--- config.mk ---
export PLATFORM = sky130hd
export DESIGN_NAME = voted_mode_sequencer
export DESIGN_NICKNAME = d
export VERILOG_FILES = /design/src/hw/rtl/vms_pkg.sv /design/src/hw/rtl/vms_hist_cell.sv /design/src/hw/rtl/vms_vote_ctr.sv /design/src/hw/rtl/vms_seq.sv /design/src/hw/rtl/voted_mode_sequencer.sv
export SDC_FILE = /design/constraint.sdc
export NUM_CORES = 1
export LEC_CHECK = 0
export ABC_AREA = 1
export BUFFER_PORTS_ARGS = -buffer_cell sky130_fd_sc_hd__buf_2
export CELL_PAD_IN_SITES_DETAIL_PLACEMENT = 1
export CELL_PAD_IN_SITES_GLOBAL_PLACEMENT = 1
export CORE_ASPECT_RATIO = 1.75
export CORE_MARGIN = 3
export CORE_UTILIZATION = 35
export CTS_BUF_LIST = sky130_fd_sc_hd__clkbuf_16
export DETAILED_ROUTE_END_ITERATION = 12
export PLACE_DENSITY = 0.68
export SLEW_MARGIN = 20
export SYNTH_ARGS = -nofsm -noshare
export SYNTH_HDL_FRONTEND = slang
export SYNTH_SLANG_ARGS = --single-unit
--- constraint.sdc ---
create_clock -name clk_i -period 6.4 [get_ports clk_i]
set_input_delay 0.32 -clock clk_i [delete_from_list [all_inputs] [get_ports clk_i]]
set_output_delay 0.32 -clock clk_i [all_outputs]
set_load 0.05 [all_outputs]
--- src/hw/rtl/vms_pkg.sv ---
// Shared constants and types for the voted mode sequencer.
package vms_pkg;

  localparam int WINDOW_LEN = 21;
  localparam int CNT_W      = $clog2(WINDOW_LEN + 1);
  localparam int VMIN_W     = 5;
  localparam int CMP_W      = (CNT_W > VMIN_W) ? CNT_W : VMIN_W;
  localparam int GEST_W     = 3;
  localparam int NUM_GEST   = 7;
  localparam int POS_W      = 16;
  localparam int TOL_W      = 10;
  localparam int SPD_W      = 15;
  localparam int ID_W       = 8;
  localparam int MODE_W     = 3;

  localparam logic [GEST_W-1:0] G_NONE    = 3'd0;
  localparam logic [GEST_W-1:0] G_HOVER   = 3'd1;
  localparam logic [GEST_W-1:0] G_TAKEOFF = 3'd2;
  localparam logic [GEST_W-1:0] G_LAND    = 3'd3;
  localparam logic [GEST_W-1:0] G_FOLLOW1 = 3'd4;
  localparam logic [GEST_W-1:0] G_FOLLOW2 = 3'd5;
  localparam logic [GEST_W-1:0] G_MISSION = 3'd6;

  localparam int CFG_IDX_W = 3;
  localparam int CFG_DAT_W = 15;

  localparam logic [CFG_IDX_W-1:0] CFG_VOTE_MIN = 3'd0;
  localparam logic [CFG_IDX_W-1:0] CFG_TOL_X    = 3'd1;
  localparam logic [CFG_IDX_W-1:0] CFG_TOL_Y    = 3'd2;
  localparam logic [CFG_IDX_W-1:0] CFG_SPEED    = 3'd3;
  localparam logic [CFG_IDX_W-1:0] CFG_LEADER1  = 3'd4;
  localparam logic [CFG_IDX_W-1:0] CFG_LEADER2  = 3'd5;

  // per-gesture vote results for the beat being accepted
  typedef struct packed {
    logic hover;
    logic takeoff;
    logic land;
    logic follow1;
    logic follow2;
    logic mission;
  } vote_t;

endpackage

--- src/hw/rtl/vms_hist_cell.sv ---
// One stage of the gesture history shift line.
module vms_hist_cell
  import vms_pkg::*;
(
  input  logic              clk_i,
  input  logic              rst_ni,
  input  logic              shift_i,
  input  logic [GEST_W-1:0] gest_i,
  output logic [GEST_W-1:0] gest_o
);

  logic [GEST_W-1:0] gest_q;

  always_ff @(posedge clk_i or negedge rst_ni) begin
    if (!rst_ni) begin
      gest_q <= G_NONE;
    end else if (shift_i) begin
      gest_q <= gest_i;
    end
  end

  assign gest_o = gest_q;

endmodule

--- src/hw/rtl/vms_vote_ctr.sv ---
// Running window count for one gesture code and its vote compare.
module vms_vote_ctr
  import vms_pkg::*;
(
  input  logic              clk_i,
  input  logic              rst_ni,
  input  logic [GEST_W-1:0] code_i,
  input  logic              shift_i,
  input  logic [GEST_W-1:0] new_i,
  input  logic [GEST_W-1:0] old_i,
  input  logic [VMIN_W-1:0] vmin_i,
  output logic              voted_o
);

  logic [CNT_W-1:0] cnt_q, cnt_d;
  logic             inc, dec;

  assign inc   = (new_i == code_i);
  assign dec   = (old_i == code_i);
  // entering and leaving the window cancel out when both match
  assign cnt_d = cnt_q + CNT_W'(inc) - CNT_W'(dec);

  always_ff @(posedge clk_i or negedge rst_ni) begin
    if (!rst_ni) begin
      cnt_q <= '0;
    end else if (shift_i) begin
      cnt_q <= cnt_d;
    end
  end

  // vote uses the count after this beat enters the window
  assign voted_o = CMP_W'(cnt_d) >= CMP_W'(vmin_i);

endmodule

--- src/hw/rtl/vms_seq.sv ---
// Flight mode machine, leader selection and the output register.
module vms_seq
  import vms_pkg::*;
(
  input  logic                    clk_i,
  input  logic                    rst_ni,
  input  logic                    accept_i,
  input  vote_t                   vote_i,
  input  logic                    emergency_i,
  input  logic signed [POS_W-1:0] frame_x_i,
  input  logic signed [POS_W-1:0] frame_y_i,
  input  logic signed [POS_W-1:0] target_x_i,
  input  logic signed [POS_W-1:0] target_y_i,
  input  logic signed [POS_W-1:0] vel_x_i,
  input  logic signed [POS_W-1:0] vel_y_i,
  input  logic                    object_found_i,
  input  logic [TOL_W-1:0]        tol_x_i,
  input  logic [TOL_W-1:0]        tol_y_i,
  input  logic [SPD_W-1:0]        speed_limit_i,
  input  logic [ID_W-1:0]         leader_one_i,
  input  logic [ID_W-1:0]         leader_two_i,
  input  logic                    out_stall_i,
  output logic                    out_valid_o,
  output logic [MODE_W-1:0]       mode_o,
  output logic                    takeoff_pulse_o,
  output logic                    land_pulse_o,
  output logic                    camera_toggle_o,
  output logic                    detect_request_o,
  output logic [ID_W-1:0]         leader_out_o,
  output logic                    leader_update_o
);

  typedef enum logic [MODE_W-1:0] {
    M_LANDED  = 3'd0,
    M_HOVER   = 3'd1,
    M_FOLLOW  = 3'd2,
    M_MISSION = 3'd3,
    M_EMERG   = 3'd4
  } mode_e;

  localparam int MAG_W = POS_W + 1;

  mode_e            mode_q, mode_d;
  logic [ID_W-1:0]  leader_q, leader_d;
  logic             valid_q;
  logic             tk_q, ld_q, cam_q, det_q, lupd_q;
  logic             tk_d, ld_d, cam_d, det_d, lupd_d;

  logic signed [MAG_W-1:0] dx, dy, vx, vy;
  logic [MAG_W-1:0]        mag_dx, mag_dy, mag_vx, mag_vy;
  logic                    aligned;

  assign dx = MAG_W'(frame_x_i) - MAG_W'(target_x_i);
  assign dy = MAG_W'(frame_y_i) - MAG_W'(target_y_i);
  assign vx = MAG_W'(vel_x_i);
  assign vy = MAG_W'(vel_y_i);

  // 17-bit two's complement magnitude always fits unsigned
  assign mag_dx = dx[MAG_W-1] ? MAG_W'(-dx) : MAG_W'(dx);
  assign mag_dy = dy[MAG_W-1] ? MAG_W'(-dy) : MAG_W'(dy);
  assign mag_vx = vx[MAG_W-1] ? MAG_W'(-vx) : MAG_W'(vx);
  assign mag_vy = vy[MAG_W-1] ? MAG_W'(-vy) : MAG_W'(vy);

  assign aligned = (mag_dx <= MAG_W'(tol_x_i)) && (mag_dy <= MAG_W'(tol_y_i)) &&
                   (mag_vx <  MAG_W'(speed_limit_i)) &&
                   (mag_vy <  MAG_W'(speed_limit_i));

  always_comb begin
    mode_d   = mode_q;
    leader_d = leader_q;
    tk_d     = 1'b0;
    ld_d     = 1'b0;
    cam_d    = 1'b0;
    det_d    = 1'b0;
    lupd_d   = 1'b0;
    case (mode_q)
      M_LANDED: begin
        if (emergency_i) begin
          mode_d = M_EMERG;
        end else if (vote_i.takeoff) begin
          mode_d = M_HOVER;
          tk_d   = 1'b1;
        end else begin
          leader_d = leader_one_i;
          lupd_d   = 1'b1;
        end
      end
      M_HOVER: begin
        if (emergency_i) begin
          mode_d = M_EMERG;
        end else if (vote_i.follow1) begin
          mode_d   = M_FOLLOW;
          leader_d = leader_one_i;
          lupd_d   = 1'b1;
        end else if (vote_i.follow2) begin
          mode_d   = M_FOLLOW;
          leader_d = leader_two_i;
          lupd_d   = 1'b1;
        end else if (vote_i.land) begin
          mode_d = M_LANDED;
          ld_d   = 1'b1;
        end
      end
      M_FOLLOW: begin
        if (emergency_i) begin
          mode_d = M_EMERG;
        end else if (vote_i.hover) begin
          mode_d = M_HOVER;
        end else if (vote_i.land) begin
          mode_d = M_LANDED;
          ld_d   = 1'b1;
        end else if (vote_i.mission) begin
          mode_d = M_MISSION;
          cam_d  = 1'b1;
        end
      end
      M_MISSION: begin
        if (emergency_i) begin
          mode_d = M_EMERG;
        end else if (aligned) begin
          det_d  = 1'b1;
          cam_d  = 1'b1;
          mode_d = object_found_i ? M_HOVER : M_FOLLOW;
        end else if (vote_i.land) begin
          mode_d = M_LANDED;
          ld_d   = 1'b1;
        end
      end
      default: begin
        // emergency exits only on a voted land, with no land pulse
        mode_d = vote_i.land ? M_LANDED : M_EMERG;
      end
    endcase
  end

  always_ff @(posedge clk_i or negedge rst_ni) begin
    if (!rst_ni) begin
      mode_q   <= M_LANDED;
      leader_q <= '0;
      valid_q  <= 1'b0;
      tk_q     <= 1'b0;
      ld_q     <= 1'b0;
      cam_q    <= 1'b0;
      det_q    <= 1'b0;
      lupd_q   <= 1'b0;
    end else if (accept_i) begin
      mode_q   <= mode_d;
      leader_q <= leader_d;
      valid_q  <= 1'b1;
      tk_q     <= tk_d;
      ld_q     <= ld_d;
      cam_q    <= cam_d;
      det_q    <= det_d;
      lupd_q   <= lupd_d;
    end else if (!out_stall_i) begin
      valid_q  <= 1'b0;
    end
  end

  assign out_valid_o      = valid_q;
  assign mode_o           = mode_q;
  assign takeoff_pulse_o  = tk_q;
  assign land_pulse_o     = ld_q;
  assign camera_toggle_o  = cam_q;
  assign detect_request_o = det_q;
  assign leader_out_o     = leader_q;
  assign leader_update_o  = lupd_q;

  a_takeoff_hover: assert property (@(posedge clk_i) disable iff (!rst_ni)
    (valid_q && tk_q) |-> (mode_q == M_HOVER))
    else $error("takeoff pulse without hovering mode");

  a_detect_cam: assert property (@(posedge clk_i) disable iff (!rst_ni)
    (valid_q && det_q) |-> (cam_q && (mode_q == M_HOVER || mode_q == M_FOLLOW)))
    else $error("detect request without camera toggle or mission exit");

  a_land_landed: assert property (@(posedge clk_i) disable iff (!rst_ni)
    (valid_q && ld_q) |-> (mode_q == M_LANDED && !tk_q))
    else $error("land pulse outside landed mode");

  a_leader_upd: assert property (@(posedge clk_i) disable iff (!rst_ni)
    (valid_q && lupd_q) |-> (mode_q == M_LANDED || mode_q == M_FOLLOW))
    else $error("leader written in wrong mode");

  a_leader_hold: assert property (@(posedge clk_i) disable iff (!rst_ni)
    (!accept_i && $past(rst_ni)) |=> $stable(leader_q))
    else $error("leader changed without an accepted beat");

endmodule

--- src/hw/rtl/voted_mode_sequencer.sv ---
// Top level of the voted mode sequencer: config registers, history chain, vote counters.
//
// Usage: one control tick per input beat. The input channel (in_valid_i / in_stall_o)
// carries the gesture code, emergency flag, frame and target positions, velocities and
// the detector answer. Each accepted beat yields exactly one result beat on the output
// channel (out_valid_o / out_stall_i): the new flight mode, the takeoff, land,
// camera-toggle, detect-request and leader-update flags, and the selected leader.
// The result is registered: the result of a beat accepted at one edge is valid from that
// edge on. Throughput is one beat per cycle while no held result is stalled; the gesture
// history is a 21-stage shift chain with one running counter per gesture code except the
// no-gesture code, so voting and the mode decision finish in the accepting cycle.
// The output register holds its beat while out_stall_i is high; in_stall_o is raised
// only while a held result is stalled, and a beat is accepted in the same cycle the
// held result is taken. Config writes (cfg_valid_i / cfg_ready_o, index and data) are
// taken in every cycle and should be issued only while the block is idle.
// Reset fills the history with the no-gesture code, clears the counts, selects landed
// mode and leader zero, and loads the documented register defaults.
module voted_mode_sequencer
  import vms_pkg::*;
(
  input  logic                    clk_i,
  input  logic                    rst_ni,
  input  logic                    in_valid_i,
  output logic                    in_stall_o,
  input  logic [GEST_W-1:0]       gesture_i,
  input  logic                    emergency_i,
  input  logic signed [POS_W-1:0] frame_x_i,
  input  logic signed [POS_W-1:0] frame_y_i,
  input  logic signed [POS_W-1:0] target_x_i,
  input  logic signed [POS_W-1:0] target_y_i,
  input  logic signed [POS_W-1:0] vel_x_i,
  input  logic signed [POS_W-1:0] vel_y_i,
  input  logic                    object_found_i,
  output logic                    out_valid_o,
  input  logic                    out_stall_i,
  output logic [MODE_W-1:0]       mode_o,
  output logic                    takeoff_pulse_o,
  output logic                    land_pulse_o,
  output logic                    camera_toggle_o,
  output logic                    detect_request_o,
  output logic [ID_W-1:0]         leader_out_o,
  output logic                    leader_update_o,
  input  logic                    cfg_valid_i,
  output logic                    cfg_ready_o,
  input  logic [CFG_IDX_W-1:0]    cfg_index_i,
  input  logic [CFG_DAT_W-1:0]    cfg_data_i
);

  localparam logic [VMIN_W-1:0] VMIN_RST  = 5'd19;
  localparam logic [TOL_W-1:0]  TOLX_RST  = 10'd50;
  localparam logic [TOL_W-1:0]  TOLY_RST  = 10'd100;
  localparam logic [SPD_W-1:0]  SPEED_RST = 15'd30;

  logic [VMIN_W-1:0] vmin_q;
  logic [TOL_W-1:0]  tol_x_q, tol_y_q;
  logic [SPD_W-1:0]  speed_q;
  logic [ID_W-1:0]   lead1_q, lead2_q;

  logic              accept;
  logic [GEST_W-1:0] gest_norm;
  logic [GEST_W-1:0] hist [WINDOW_LEN];
  logic [NUM_GEST-1:1] voted;
  vote_t             vote;

  assign cfg_ready_o = 1'b1;

  always_ff @(posedge clk_i or negedge rst_ni) begin
    if (!rst_ni) begin
      vmin_q  <= VMIN_RST;
      tol_x_q <= TOLX_RST;
      tol_y_q <= TOLY_RST;
      speed_q <= SPEED_RST;
      lead1_q <= '0;
      lead2_q <= '0;
    end else if (cfg_valid_i) begin
      case (cfg_index_i)
        CFG_VOTE_MIN: vmin_q  <= cfg_data_i[VMIN_W-1:0];
        CFG_TOL_X:    tol_x_q <= cfg_data_i[TOL_W-1:0];
        CFG_TOL_Y:    tol_y_q <= cfg_data_i[TOL_W-1:0];
        CFG_SPEED:    speed_q <= cfg_data_i[SPD_W-1:0];
        CFG_LEADER1:  lead1_q <= cfg_data_i[ID_W-1:0];
        CFG_LEADER2:  lead2_q <= cfg_data_i[ID_W-1:0];
        default: ;
      endcase
    end
  end

  assign in_stall_o = out_valid_o && out_stall_i;
  assign accept     = in_valid_i && !in_stall_o;

  // the unused code seven counts as no gesture
  assign gest_norm = (gesture_i > G_MISSION) ? G_NONE : gesture_i;

  for (genvar k = 0; k < WINDOW_LEN; k++) begin : g_hist
    if (k == 0) begin : g_head
      vms_hist_cell u_cell (
        .clk_i   (clk_i),
        .rst_ni  (rst_ni),
        .shift_i (accept),
        .gest_i  (gest_norm),
        .gest_o  (hist[k])
      );
    end else begin : g_body
      vms_hist_cell u_cell (
        .clk_i   (clk_i),
        .rst_ni  (rst_ni),
        .shift_i (accept),
        .gest_i  (hist[k-1]),
        .gest_o  (hist[k])
      );
    end
  end

  // no counter for the idle code: nothing votes on it
  for (genvar c = 1; c < NUM_GEST; c++) begin : g_cnt
    vms_vote_ctr u_ctr (
      .clk_i   (clk_i),
      .rst_ni  (rst_ni),
      .code_i  (GEST_W'(c)),
      .shift_i (accept),
      .new_i   (gest_norm),
      .old_i   (hist[WINDOW_LEN-1]),
      .vmin_i  (vmin_q),
      .voted_o (voted[c])
    );
  end

  assign vote.hover   = voted[G_HOVER];
  assign vote.takeoff = voted[G_TAKEOFF];
  assign vote.land    = voted[G_LAND];
  assign vote.follow1 = voted[G_FOLLOW1];
  assign vote.follow2 = voted[G_FOLLOW2];
  assign vote.mission = voted[G_MISSION];

  vms_seq u_seq (
    .clk_i            (clk_i),
    .rst_ni           (rst_ni),
    .accept_i         (accept),
    .vote_i           (vote),
    .emergency_i      (emergency_i),
    .frame_x_i        (frame_x_i),
    .frame_y_i        (frame_y_i),
    .target_x_i       (target_x_i),
    .target_y_i       (target_y_i),
    .vel_x_i          (vel_x_i),
    .vel_y_i          (vel_y_i),
    .object_found_i   (object_found_i),
    .tol_x_i          (tol_x_q),
    .tol_y_i          (tol_y_q),
    .speed_limit_i    (speed_q),
    .leader_one_i     (lead1_q),
    .leader_two_i     (lead2_q),
    .out_stall_i      (out_stall_i),
    .out_valid_o      (out_valid_o),
    .mode_o           (mode_o),
    .takeoff_pulse_o  (takeoff_pulse_o),
    .land_pulse_o     (land_pulse_o),
    .camera_toggle_o  (camera_toggle_o),
    .detect_request_o (detect_request_o),
    .leader_out_o     (leader_out_o),
    .leader_update_o  (leader_update_o)
  );

endmodule

==> metrics.md <==
| Metric | Value |
|---|---|
| CP required | ~6800 ps |
| Slowest-stage cell, CP | fa_1 |
| P per Cell Area | 356 nW/um^2 |
| Largest net degree at the start of global routing | a little over 100 |
| CTS resizes | 0 |
| Placer Congestion | about 0.9 |
| Clk_lat worst skew | around 440 ps |
| Post-synth top cells | 654 x nand2_1, 315 x inv_1, 153 x dfrtp_1 |
| Hold path depth | 3 |
| CTS tree | built |
| Top_reg_cell synth | dfrtp_1 |
| Buf/Inv on CP | 5 |
| DR WL/cell | 15.2 microns |
| Clock Root Buffer | clkbuf_16 |
| R2R setup slack | 2200 ps |
| Chip height | approximately 260 microns |
| Worst Setup EP | u_seq.leader_out_o[0]$_DFFE_PN0P_ |
| Max Cap Viol | 0 |
| Post-synth EDFFs | 0 |
| Final TNS setup | 0 ps |
| Worst EP arrival | ~4600 ps |
| CP top delay family | adder cells |
| Reg clk slew, reported paths | ~70 ps |
| Crit Path Class | flop to flop |
| Port-buffer cells | 141 |
| Post-layout min period | 4200 ps |
| Die area | about 41000 sq um |
| Clk_skew | roughly 12 ps |
| CTS Sinks | 166 |
| Post-Synth Adder-Cell Area | 0.147 |
| Flops & latches, synth | about 170 |
| Nets | ~2300 |
| CP cell instances | inv_1 > nor3_1 > ha_1 > inv_1 > ha_1 > fa_1 > ha_1 > a21boi_0 > o21a_1 > o21a_1 > o21ai_0 > nand2_1 > clkinv_1 > nand2_1 > inv_1 > o22ai_1 > nand3_1 > inv_1 > nor2_1 > a31oi_1 |
| Slew Limit Fails | 0 |
| Synth top area share | 0.287 |
| P_leak | roughly 0.0085 uW |
| Outcome | completed |
| Vias after detailed routing | 12442 |
| Worst r2r src | g_hist[20].g_body.u_cell.gest_o[2]$_DFFE_PN0P_ |
| Placeable Area | roughly 38000 sq um |
| Worst-margin pin slew | roughly 1000 ps |
| Multiplexer area fraction after synthesis | 0 |
| Syn. warnings | 0 |
| Area contributors post-synth | dfrtp_1 29%, nand2_1 18%, ha_1 14%, inv_1 8.9%, o21ai_0 3.9% |
| Unrepaired setup endpoints after global routing | no |
| Asr flop ratio synth | 1.00 |
| Crit share post-route | 0.656 |
| Synth Area in Compound Gates | 0.0805 |
| Maximum vdd drop | ~0.00021 V |
| Fmax | around 240 MHz |
| Vias in the first global route | about 13000 |
| Most frequent CP cell | inv_1 |
| Longest Clk Path Bufs | 2 |
| Gr usage total | 0.194 |
| Antenna-violating nets left | 0 |
| CP endpoint kind | flop |
| Num CTS Buffers | 17 |
| Worst hold slack | 100 ps |
| RR Endpoint | u_seq.leader_out_o[0]$_DFFE_PN0P_ |
| Critical Path Max Stage Delay | around 460 ps |
| Synthesized area | approximately 13000 sq um |
| Final setup viols | 0 |
| DRT iter0 DRCs | roughly 340 |
| Hold crit path type | primary input to flop |
| Grt total ovfl | 0 |
| Final Hold Fails | 0 |
| # IOs | ~140 |
| R2r worst-path depth | 20 |
| Slew headroom | 0.346 |
| Cells after Synth | 1926 |
| Synth Area in XOR/XNOR | 0.0465 |
| Leading area contributor after synthesis | dfrtp_1 |
| Initial DRT Pass Iterations | 4 |
| Routed WL | between 30000 and 40000 microns |
| Share of layout cells above drive strength 1 | 0.117 |
| Crit Path Max Fanout | 16 |
| Syn_nets | between 2000 and 2500 |
| Global-route wire length before repair | about 64000 microns |
| Starting Density | 0.354 |
| Seq/Total Area, Yosys | 0.313 |
| Synth cell types | 46 |
| Num rows | between 90 and 100 |
| DRC viols | 0 |
| Worst path depth | 20 |
| Main combinational cell family by area after synthesis | simple AND/OR/NAND/NOR gates |
| Die Span X | 154 microns |
| Area grow syn2layout | 13.4% |
| Layout Utilization | 0.402 |
| Final HPWL DP | around 32000 microns |
| CTS H-tree depth | 4 |
| Top-count cell post-synth | nand2_1 |
| Simple-Gate Fraction of Synth Area | 0.309 |
| Crit start category | flop |
| Post-DR vias/cell | 4.88 |
| Antenna violations before repair | 2 |
| Setup crit start | g_hist[20].g_body.u_cell.gest_o[2]$_DFFE_PN0P_ |
| Synth Area per Inst | just under 7 sq um |
==> cell families (layout without fill, tap and decap cells) <==
kind of cell,count (synthesis),in the layout
AOI/OAI and AO/OA,195,195
xor gates and xnor gates,70,70
and+or+nand+nor,979,979
buffers and inverters,363,503
other,1,2
adders and majority gates,152,152
DFF,166,166
==> worst min-delay path by stage <==
stage | from | end
floorplan | rst_ni | g_cnt[1].u_ctr.cnt_q[0]$_DFFE_PN0P_
global placement | g_hist[14].g_body.u_cell.gest_o[2]$_DFFE_PN0P_ | g_hist[14].g_body.u_cell.gest_o[2]$_DFFE_PN0P_
detailed placement | g_hist[19].g_body.u_cell.gest_o[0]$_DFFE_PN0P_ | g_hist[19].g_body.u_cell.gest_o[0]$_DFFE_PN0P_
CTS | rst_ni | g_cnt[6].u_ctr.cnt_q[3]$_DFFE_PN0P_
global route | out_stall_i | u_seq.out_valid_o$_DFFE_PN0P_
finish | out_stall_i | u_seq.out_valid_o$_DFFE_PN0P_
==> layer usage <==
metal / wire (microns) / share of wire / vias to the layer above / track usage
li1: - / - / 6290 / -
met1: 14500 / 0.38 / 5950 / 0.203
met2: 22400 / 0.58 / 136 / 0.392
met3: 772 / 0.020 / 64 / 0.0197
met4: 1040 / 0.027 / 2 / 0.0650
met5: 8 / 0.00021 / - / 0
==> layout make-up <==
class / instances / area, sq um
Inverter: 324 / 1220
Multi-Input combinational cell: 1397 / 7790
Timing Repair Buffer: 147 / 779
Clock buffer: 17 / 425
Fill cell: 4944 / 22500
Sequential cell: 166 / 4170
Antenna cell: 1 / 2.50
Tap cell: 480 / 601
Clock inverter: 15 / 144
==> power breakdown <==
group          switching (uW)  internal, uW
Sequential                171          1340
Combinational            1810          1050
Clock                     461           544
==> flip-flops by register name, indices dropped and copies added (netlist names), 3 cells and up <==
name	count
g_hist.g_body.u_cell.gest_o	60
g_cnt.u_ctr.cnt_q	30
speed_q	15
tol_x_q	10
tol_y_q	10
lead1_q	8
lead2_q	8
u_seq.leader_out_o	8
vmin_q	5
g_hist.g_head.u_cell.gest_o	3
u_seq.mode_o	3
==> placed cells by master (no fill, tap or decap), drive strengths merged, types with 3 or more instances in the layout <==
master	synthesis	routed
nand3	107	107
a21boi	3	3
ha	144	144
clkbuf	33	17
inv	323	329
o21bai	3	3
a21oi	54	54
xor2	48	48
dfstp	13	13
o21a	10	10
o31ai	4	4
nor3	28	28
nor2	124	124
xnor2	22	22
nand4	37	37
clkinv	1	7
nand3b	4	4
o21ai	105	105
fa	8	8
and2	5	5
buf	6	146
dfrtp	153	153
nand2	670	670
a31oi	8	8
==> what timing repair did <==
item,in CTS,in global routing
setup buffers,0,0
hold buffers,0,1
endpoints found under the hold margin,0,21
==> per-stage QoR <==
| step | power [uW] | std cells | setup slack, ps | cell area (sq um) |
|---|---|---|---|---|
| floorplan | 3640 | 1926 | 2710 | 13300 |
| global placement | 4320 | 2512 | 2230 | 14500 |
| detailed placement | 4440 | 2512 | 2030 | 14500 |
| CTS | 5490 | 2544 | 2160 | 15100 |
| global route | 5970 | 2546 | 1770 | 15100 |
| finish | 5380 | 2547 | 2200 | 15100 |
==> worst min-delay path: stages <==
cell and delay, ps:
buf_2 80, nand2_1 50, nand2_1 50
(Power assumes the default switching activity.)
